File: src/rtl/core/mstw_uf_mem.sv
// Union-find table: {size, parent} per vertex. Entries not yet written read as
// their reset value (parent = self, size = 1), tracked by one valid bit each.
module mstw_uf_mem #(
  parameter int NV = 64,
  parameter int VW = 6,
  parameter int SW = 7
) (
  input  logic          clk,
  input  logic          rst,
  input  logic          clear,
  input  logic          we,
  input  logic [VW-1:0] waddr,
  input  logic [VW-1:0] wparent,
  input  logic [SW-1:0] wsize,
  input  logic [VW-1:0] raddr,
  output logic [VW-1:0] rparent,
  output logic [SW-1:0] rsize
);

  logic [VW+SW-1:0] mem [NV];
  logic [NV-1:0]    valid;
  logic [VW+SW-1:0] q;
  logic             q_valid;
  logic [VW-1:0]    q_addr;

  always_ff @(posedge clk) begin
    if (we) begin
      mem[waddr] <= {wsize, wparent};
    end
    q      <= mem[raddr];
    q_addr <= raddr;
  end

  always_ff @(posedge clk) begin
    if (rst || clear) begin
      valid   <= '0;
      q_valid <= 1'b0;
    end else begin
      if (we) begin
        valid[waddr] <= 1'b1;
      end
      q_valid <= valid[raddr];
    end
  end

  assign rparent = q_valid ? q[VW-1:0] : q_addr;
  assign rsize   = q_valid ? q[VW+SW-1:VW] : SW'(1);

endmodule

File: config.mk
export PLATFORM = sky130hd
export DESIGN_NAME = mstw_uf_mem
export DESIGN_NICKNAME = d
export VERILOG_FILES = /design/src/rtl/core/mstw_uf_mem.sv
export SDC_FILE = /design/constraint.sdc
export NUM_CORES = 1
export LEC_CHECK = 0
export BUFFER_PORTS_ARGS = -buffer_cell sky130_fd_sc_hd__buf_2
export CAP_MARGIN = 30
export CORE_ASPECT_RATIO = 0.7
export CORE_MARGIN = 4
export CORE_UTILIZATION = 30
export DETAILED_ROUTE_END_ITERATION = 10
export GPL_TIMING_DRIVEN = 1
export PLACE_DENSITY = 0.46
export SETUP_SLACK_MARGIN = 0.2
export SLEW_MARGIN = 20
export SYNTH_ARGS = -nofsm -noshare
export SYNTH_HDL_FRONTEND = slang
export SYNTH_SLANG_ARGS = --single-unit
export TNS_END_PERCENT = 100
File: constraint.sdc
create_clock -name clk -period 7 [get_ports clk]
set_input_delay 1.4 -clock clk [delete_from_list [all_inputs] [get_ports clk]]
set_output_delay 1.4 -clock clk [all_outputs]
set_load 0.03 [all_outputs]
# Word-level counts from Yosys, hierarchy flattened
# Memories as Yosys holds them, arrays and structs flattened. A register that Yosys moved wholly into a read port is not among the register bits.
# Index checks and enable logic that the tools add are counted.
# word_totals
inputBits,29
ramBits,832
mem_count,1
register_bits,71
# memory_table
memory,depth,word_bits,read_ports,rd_clocked_by_memory_dff,write_ports,line,rtl
mem,64,13,1,1,1,20,logic [VW+SW-1:0] mem [NV];
# op_classes
n_reduce_logical,2
magnitude_cmp,3
mux,8
bitwise_logic,1
# ops
cell,count
64-bit bitwise OR,1
6-bit by 7-bit < comparator with 1-bit output (second input constant),2
7-bit 2-to-1 mux,1
1-bit binary-select mux with 6-bit select,1
1-bit demux with 6-bit select,1
6-bit by 1-bit >= comparator with 1-bit output (second input constant),1
6-bit 2-to-1 mux,1
1-bit 2-to-1 mux,4
1-bit logical AND,1
1-bit logical OR,1

# Longest topological paths before layout
# Gate-level depths: netlist of the first run.
# depth
depth_word,5
depth_mapped,8
depth_no_buf,5

# Least setup slack after synthesis of the first run
# No wires, ideal clock.
# synth_path
path_type,input to register
start,input port we
end,"memory mem[40][0] (netlist name), enable pin"
t_required_ns,6.598
arrival_time_ns,2.859
path_slack_ns,3.739
setup_ns,0.402
stages,3
path_cell_list,nor2b_1 nand3_1 nor3_1
# synth_between
elab_chain_cells,2
# synth_rtl
item,line,rtl
from (decl),11,"input logic we,"
1-bit 2-to-1 mux,27,if (we) begin
1-bit 2-to-1 mux (implied by the code),28,"mem[waddr] <= {wsize, wparent};"
to (decl),20,
# No other way between the ends.

==> results of run 1 <==
-- cell type report --
type,count,area share
Sequential cell,916,0.666
Clock inverter,38,0.0106
Multi-Input combinational cell,600,0.187
Antenna cell,3,0.000187
Clock buffer,130,0.0635
Tap cell,1522,0.0476
Timing Repair Buffer,138,0.0253
-- through the flow --
step                      setup slack [ps]  cell area [um2]  total power (W)  utilization
after floorplan                       3740            34600          0.00643            -
after global placement                2390            36900          0.00671        0.325
after detailed placement              2390            37000          0.00672        0.326
after CTS                             3140            40000           0.0116        0.352
after global routing                  2930            40000           0.0119        0.353
final                                 3180            40000           0.0115        0.353
-- sequential cells by signal, summed over array words and instances, names as in the netlist --
name,cells
q_valid,1
q_addr,6
q,13
valid,64
mem,832
-- logic make-up after synthesis --
logic type,count (synthesis),synth area share
AO/OA/AOI/OAI,185,0.0374
buffers and inverters,90,0.0141
multiplexers,244,0.152
flip-flops,916,0.771
AND/OR/NAND/NOR,171,0.0247
-- layer usage --
layer  GRT usage  vias up  routed length, um
li1            -     7059                  -
met1       0.244     9336              45600
met2       0.218      639              40300
met3      0.0570      117               9230
met4      0.0392        4               2040
met5           0        -                 32
-- worst max-delay path by stage --
stage / from / endpoint / slack [ps] / cells after the start
2_1_floorplan: we / mem[40][0] / 3740 / 3
3_3_place_gp: raddr[0] / q[0] / 2390 / 6
3_5_place_dp: raddr[0] / q[12] / 2390 / 6
4_1_cts: raddr[0] / q[12] / 3140 / 6
5_1_grt: raddr[0] / q[4] / 2930 / 6
6_report: raddr[0] / q[7] / 3180 / 7
-- cells in the final DEF (no fill, tap or decap), drive strengths merged, types with 2 or more instances in the layout --
cell type / count
bufinv: 6
diode: 3
a221oi: 3
mux2: 17
a22o: 3
nand2: 15
o21a: 66
dfxtp: 84
a211oi: 2
nor3: 9
inv: 4
mux4: 224
or2: 2
o22a: 4
edfxtp: 832
and3: 2
a211o: 2
buf: 138
o21ai: 8
or4: 2
a22oi: 6
clkbuf: 130
o31ai: 2
a21oi: 2
nor2b: 9
o22ai: 81
nand2b: 12
mux2i: 3
nor3b: 3
nor4: 16
clkinv: 27
and2: 9
o221ai: 3
nand3b: 3
nor2: 70
nand3: 11
or3: 4
-- power groups by stage --
stage          clock network [W]  registers, W  logic (W)
6_report                 0.00487       0.00603   0.000562
5_1_grt                  0.00523       0.00603   0.000599
4_1_cts                  0.00501       0.00603   0.000571
3_5_place_dp                   0       0.00615   0.000570
3_3_place_gp                   0       0.00615   0.000562
2_1_floorplan                  0       0.00613   0.000302
==> flow_summary.json, run 1 <==
{
  "cts_buffers": 89,
  "postCtsSetupRepairBufs": 0,
  "grt_pass1_wl_mm": 136,
  "grtUsageTotal": 0.161,
  "firstDrtPassIters": 5,
  "io_buffers": 41,
  "grt_pass1_vias": 17108,
  "ir_drop_mv": 0.175,
  "antenna_left": 0,
  "swShare": 0.218,
  "fin_crit_sh": 0.546,
  "area_delta_synth_final_pct": 15.9,
  "rsz0062_at_grt": "false",
  "p_int_w": 0.00897,
  "path_clk_slew_ps": 60,
  "routed_wl_mm": 97.2,
  "synth_nets": 1635,
  "syn-cell-area_um2": 34600,
  "min_path_cells": 1,
  "drt-wirelength-per-cell_um": 29.0,
  "critPathTopFamily": "buffers and inverters",
  "ys_top_cells_by_area": "edfxtp_1 (72%), mux4_2 (15%), dfxtp_1 (4.9%), o22ai_1 (1.5%), o21a_1 (1.4%)",
  "die_h_um": 292,
  "gp_congestion": 0.813,
  "synth_top_area_cell": "edfxtp_1",
  "drv_slew": 0,
  "slowest_stage": "buf_4",
  "rrSetupSlack_ps": 4840,
  "io_pins": 42,
  "drtIter0Drc": 1895,
  "power.switching_w": 0.00250,
  "ys.flop_type": "edfxtp_1",
  "via_per_inst": 5.13,
  "cts_sinks": 916,
  "cp.arrival_ps": 4390,
  "reg2reg_depth": 5,
  "hold_path.class": "flop to flop",
  "postCtsResizedCells": 0,
  "min_to": "valid[36]",
  "whs_ps": 461,
  "start_util": 0.304,
  "placed_cells": 3174,
  "drc_errors": 0,
  "ys_top_cells_by_count": "edfxtp_1 (832), mux4_2 (224), dfxtp_1 (84)",
  "drive_above_1_share": 0.289,
  "hold_viol_final": 0,
  "outcome": "complete, no violations",
  "yosys.area.top_type_share": 0.723,
  "finalNonFillerCells": 3347,
  "ys_seq_area_frac": 0.771,
  "r2r-start": "mem[13][7]",
  "maxCapViolations": 0,
  "min_period_ps": 3820,
  "ys_seq_elements": 916,
  "synth-async-reset-ratio": 0,
  "synth.distinct_cells": 44,
  "final-seq-area_um2": 26700,
  "pwr-share-seq": 0.526,
  "p_clk_frac": 0.425,
  "fin_setup_tns_ps": 0,
  "die-area_um2": 121000,
  "fillers": 10460,
  "synthCells": 1606,
  "row_count": 103,
  "grt_max_degree": 66,
  "clock_latency_ps": 690,
  "relSlewSlack": 0.258,
  "crit_type": "primary input to flop",
  "skew_ps": 42.2,
  "antenna_found_initial": 8,
  "multi_input_area_um2": 7490,
  "dp_hpwl_mm": 59.8,
  "crit_required_ps": 7570,
  "power_density_nw_per_um2": 286,
  "power.share.combinational": 0.049,
  "cts_buffer_depth": 3,
  "r2r_end": "q[7]",
  "startpoint_type": "primary input",
  "total_leakage_power_nw": 12.4,
  "overflow": 0,
  "setup-violations-final": 0,
  "core_area_um2": 114000,
  "worstHoldStart": "valid[36]",
  "yosys_warnings": 0,
  "clockRootBuffer": "clkbuf_16",
  "worstMarginPinSlew_ps": 1100,
  "cpPeakStageDelay_ps": 670,
  "synth_most_common_cell": "edfxtp_1",
  "cts_tree": "done",
  "postSynthAreaPerCell_um2": 21.5,
  "ctsHtreeMaxLevel": 3,
  "path_cells": "buf_8, buf_4, mux4_2, a22o_1, a221oi_1, nand3_1, o21a_1",
  "synth_edf_count": 832,
  "vias": 17155,
  "fp.dieW_um": 414,
  "critPathBufInv": 2,
  "crit_fanout": 46,
  "cp-end-kind": "flop",
  "nets": 1774,
  "timing.fmax_mhz": 262,
  "holdBufCountCts": 0
}
No activity file was read; power rests on OpenSTA's default activity.
==> inputs of run 2 (changes only) <==
- clock period: 7 -> 3.85 ns (I/O delays scaled with it)
==> flow_summary.json, run 2 (same netlist as run 1, synthesis figures left out) <==
{
  "outcome": "complete, no violations",
  "start_util": 0.304,
  "worstMarginPinSlew_ps": 970,
  "vias": 17299,
  "path_cells": "mux2_2, buf_2",
  "skew_ps": 32.9,
  "crit_type": "flop to output pin",
  "gp_congestion": 0.798,
  "min_period_ps": 2950,
  "io_pins": 42,
  "row_count": 103,
  "crit_fanout": 13,
  "grt_pass1_wl_mm": 140,
  "area_delta_synth_final_pct": 17.3,
  "crit_required_ps": 3080,
  "core_area_um2": 114000,
  "power_density_nw_per_um2": 514,
  "nets": 1831,
  "path_clk_slew_ps": 60,
  "fillers": 10461,
  "via_per_inst": 5.08,
  "antenna_left": 0,
  "drive_above_1_share": 0.302,
  "fin_crit_sh": 0.767,
  "startpoint_type": "flop",
  "layout_common_cells": "edfxtp_1 (832), mux4_2 (224), buf_4 (135)",
  "layout_commonest_cell": "edfxtp_1",
  "postCtsResizedCells": 0,
  "die_h_um": 292,
  "die-area_um2": 121000,
  "dp_hpwl_mm": 65.8,
  "cts_buffers": 91,
  "clock_latency_ps": 680,
  "cp-end-kind": "output pin",
  "ctsHtreeMaxLevel": 3,
  "setup-violations-final": 0,
  "hold_viol_final": 0,
  "drv_slew": 0,
  "cts_buffer_depth": 3,
  "timing.fmax_mhz": 339,
  "io_buffers": 41,
  "cts_tree": "done",
  "largestRegisters": "mem (832), valid (64), q (13)",
  "regMostFlops": "mem",
  "ir_drop_mv": 0.376,
  "clockRootBuffer": "clkbuf_16",
  "largest_reg_flops": 832,
  "routed_wl_mm": 99.8,
  "cp.arrival_ps": 2180,
  "postCtsSetupRepairBufs": 0,
  "total_power_w": 0.0209,
  "drtIter0Drc": 2052,
  "fp.dieW_um": 414,
  "drc_errors": 0,
  "overflow": 0,
  "rrSetupSlack_ps": 1650,
  "total_leakage_power_nw": 12.7,
  "holdBufCountCts": 0,
  "grt_pass1_vias": 17259,
  "cpPeakStageDelay_ps": 770,
  "fin_setup_tns_ps": 0,
  "firstDrtPassIters": 6,
  "hold_path.class": "primary input to flop",
  "grt_max_degree": 63,
  "slowest_stage": "dfxtp_1",
  "maxCapViolations": 0,
  "relSlewSlack": 0.353,
  "cts_sinks": 916,
  "grtUsageTotal": 0.165,
  "drt-wirelength-per-cell_um": 29.3,
  "rsz0062_at_grt": "false",
  "antenna_found_initial": 12
}
run 2: final timing paths:
kind / start / depth (start not counted) / end
max: q_valid / 2 / rparent[2]
min: wparent[3] / 1 / mem[17][3]
max reg2reg: mem[15][5] / 5 / q[5]
min reg2reg: valid[30] / 1 / valid[30]
run 2: per-layer routing:
| metal | wire length, um | part of all wire | track usage | up-vias |
|---|---|---|---|---|
| li1 | - | - | - | 7170 |
| met1 | 49200 | 0.49 | 0.264 | 9417 |
| met5 | 45 | 0.00045 | 0 | - |
| met3 | 7740 | 0.078 | 0.0426 | 122 |
| met2 | 41300 | 0.41 | 0.226 | 584 |
| met4 | 1470 | 0.015 | 0.0301 | 6 |
run 2: layout make-up:
type	instances	area (um2)	area share
antenna	2	5.00	0.000123
sequential	916	26700	0.657
clock buffer	131	2500	0.0616
multi-input combinational	600	7440	0.183
clock inverter	41	445	0.0110
tap	1522	1900	0.0470
timing repair buffer	193	1600	0.0394
run 2: report_power, final:
group | switching (W) | total (W) | leakage, nW | internal (W)
combinational | 0.000702 | 0.00110 | 3.16 | 0.000398
clock | 0.00382 | 0.00878 | 1.42 | 0.00496
sequential | 0.0000427 | 0.0110 | 8.17 | 0.0109
total | 0.00457 | 0.0209 | 12.7 | 0.0163
run 2: metrics by stage:
stage	instance area, um2	std cells	worst slack, ps	hold slack, ps	util
global route	40600	3403	830	287	0.357
detailed placement	37600	3229	409	448	0.331
finish	40600	3405	898	324	0.357
global placement	37500	3226	404	441	0.330
CTS	40500	3401	840	265	0.357
floorplan	34600	1606	1220	435	-
run 2: critical path, delay by kind of cell (launching register included):
| kind | cells | cell delay (ps) |
|---|---|---|
| buffers and inverters | 1 | 210 |
| flip-flops | 1 | 770 |
| multiplexers | 1 | 510 |
==> inputs of run 3 (changes only) <==
- ABC_AREA: unset -> 1
- PLACE_DENSITY: 0.46 -> 0.47
- clock period: 3.85 -> 2.7 ns (I/O delays scaled with it)
==> flow_summary.json, run 3 <==
{
  "final-seq-area_um2": 26700,
  "grt_max_degree": 65,
  "cts_buffers": 87,
  "grt_pass1_vias": 23330,
  "drc_errors": 0,
  "finalNonFillerCells": 5038,
  "cp.arrival_ps": 1820,
  "yosys.area.top_type_share": 0.678,
  "worstMarginPinSlew_ps": 766,
  "holdBufCountCts": 0,
  "vias": 24644,
  "ir_drop_mv": 0.442,
  "crit_type": "flop to output pin",
  "postSynthAreaPerCell_um2": 11.5,
  "dp_hpwl_mm": 69.4,
  "grtUsageTotal": 0.176,
  "dp_slack_ps": -32.4,
  "synth_edf_count": 832,
  "min_period_ps": 2360,
  "regMostFlops": "mem",
  "whs_ps": 89.5,
  "hold_path.class": "primary input to flop",
  "total_leakage_power_nw": 15.2,
  "drt-wirelength-per-cell_um": 22.7,
  "setup_ws_ps": 336,
  "core_area_um2": 122000,
  "cts_sinks": 916,
  "rsz0062_at_grt": "false",
  "maxCapViolations": 0,
  "synth_top_area_cell": "edfxtp_1",
  "dr_wl_met3_mm": 7.78,
  "highest_layer": "met4",
  "fp.dieW_um": 427,
  "drive_above_1_share": 0.111,
  "row_count": 107,
  "gp_congestion": 0.833,
  "nets": 3363,
  "largestRegisters": "mem (832), valid (64), q (13)",
  "yosys_warnings": 0,
  "postCtsResizedCells": 2,
  "antenna_found_initial": 7,
  "postCtsSetupRepairBufs": 0,
  "die_h_um": 301,
  "outcome": "complete, no violations",
  "drv_slew": 0,
  "synth_nets": 3245,
  "cp-end-kind": "output pin",
  "ys.flop_type": "edfxtp_1",
  "setup-violations-final": 0,
  "ys_seq_area_frac": 0.724,
  "die-area_um2": 129000,
  "synth_most_common_cell": "nand2_1",
  "ys_seq_elements": 916,
  "cts_buffer_depth": 3,
  "ys_top_cells_by_count": "nand2_1 (882), edfxtp_1 (832), nand3_1 (574)",
  "synth-async-reset-ratio": 0,
  "ctsHtreeMaxLevel": 3,
  "relSlewSlack": 0.486,
  "crit_required_ps": 2160,
  "fin_crit_sh": 0.876,
  "timing.fmax_mhz": 423,
  "cts_tree": "done",
  "start_util": 0.302,
  "fillers": 12090,
  "startpoint_type": "flop",
  "io_buffers": 41,
  "wl_met2_mm": 47.2,
  "io_pins": 42,
  "synth.distinct_cells": 23,
  "crit_fanout": 13,
  "overflow": 0,
  "routed_wl_mm": 114,
  "wl_met1_mm": 56.9,
  "antenna_left": 0,
  "clockRootBuffer": "clkbuf_16",
  "placed_cells": 4880,
  "path_clk_slew_ps": 70,
  "skew_ps": 26.7,
  "power_density_nw_per_um2": 709,
  "layout_commonest_cell": "nand2_1",
  "synthCells": 3216,
  "area_delta_synth_final_pct": 16.4,
  "drtIter0Drc": 2700,
  "multi_input_area_um2": 8720,
  "syn-cell-area_um2": 36800,
  "firstDrtPassIters": 5,
  "grt_pass1_wl_mm": 167,
  "largest_reg_flops": 832,
  "layout_common_cells": "nand2_1 (882), edfxtp_1 (832), nand3_1 (574)",
  "via_per_inst": 4.89,
  "ys_top_cells_by_area": "edfxtp_1 (68%), nand2_1 (9.0%), nand3_1 (7.8%), dfxtp_1 (4.6%), nor2_1 (3.0%)",
  "hold_viol_final": 0,
  "clock_latency_ps": 680
}
-- run 3: cell types whose count changed after synthesis, moves of 17 or more --
| cell | change |
|---|---|
| nand2_1 | +867 |
| nand3_1 | +563 |
| mux4_2 | -224 |
| nor2_1 | +223 |
| o21ai_0 | +107 |
| buf_2 | +80 |
| inv_1 | +78 |
| o21a_1 | -66 |
| a21oi_1 | +64 |
| o22ai_1 | -42 |
| o21ai_1 | +28 |
| buf_4 | +17 |
-- run 3: critical path: stages, from the launching register on --
cell and delay [ps]:
dfxtp_4 520, mux2_2 430, buf_2 190
-- run 3: per-layer routing --
metal	track usage	vias up
met5	0	-
li1	-	11455
met2	0.247	739
met4	0.0425	0
met1	0.276	12306
met3	0.0336	144
-- run 3: worst paths after layout --
check	start	end	slack, ps	cells after the start
setup / recovery	q_valid	rparent[4]	340	2
hold / removal	raddr[0]	q_addr[0]	90	1
setup reg to reg	mem[42][3]	q[3]	910	6
hold reg to reg	valid[16]	valid[16]	470	2
-- run 3: power by group --
group          internal (W)  total [W]  switching [W]
Sequential           0.0156     0.0156      0.0000539
Clock               0.00722     0.0127        0.00544
Combinational      0.000569    0.00211        0.00154
-- run 3: kinds of logic (layout without fill, tap and decap cells) --
logic type      Yosys count  after routing  share of synthesized area
other cells               0              1                          0
flops                   916            916                      0.724
simple gates           1764           1764                      0.200
buf+inv                 282            468                     0.0392
compound gates          248            248                     0.0350
mux                       6              6                    0.00183
-- run 3: metrics by stage --
stage                util  TNS, ps  total power [W]  instance area (um2)
floorplan               -        0           0.0169                36800
global placement    0.328     -181           0.0180                40000
detailed placement  0.328    -38.0           0.0180                40000
CTS                 0.352        0           0.0307                42900
global route        0.352        0           0.0314                42900
finish              0.352        0           0.0304                42900
-- run 3: final cells by class --
cell class | count | area share
flip-flops and latches | 916 | 0.622
multi-input cells | 2018 | 0.203
clock buffers | 115 | 0.0570
repair buffers | 229 | 0.0517
well taps | 1635 | 0.0477
clock inverters | 42 | 0.0103
inverters | 82 | 0.00753
diodes | 1 | 0.0000584
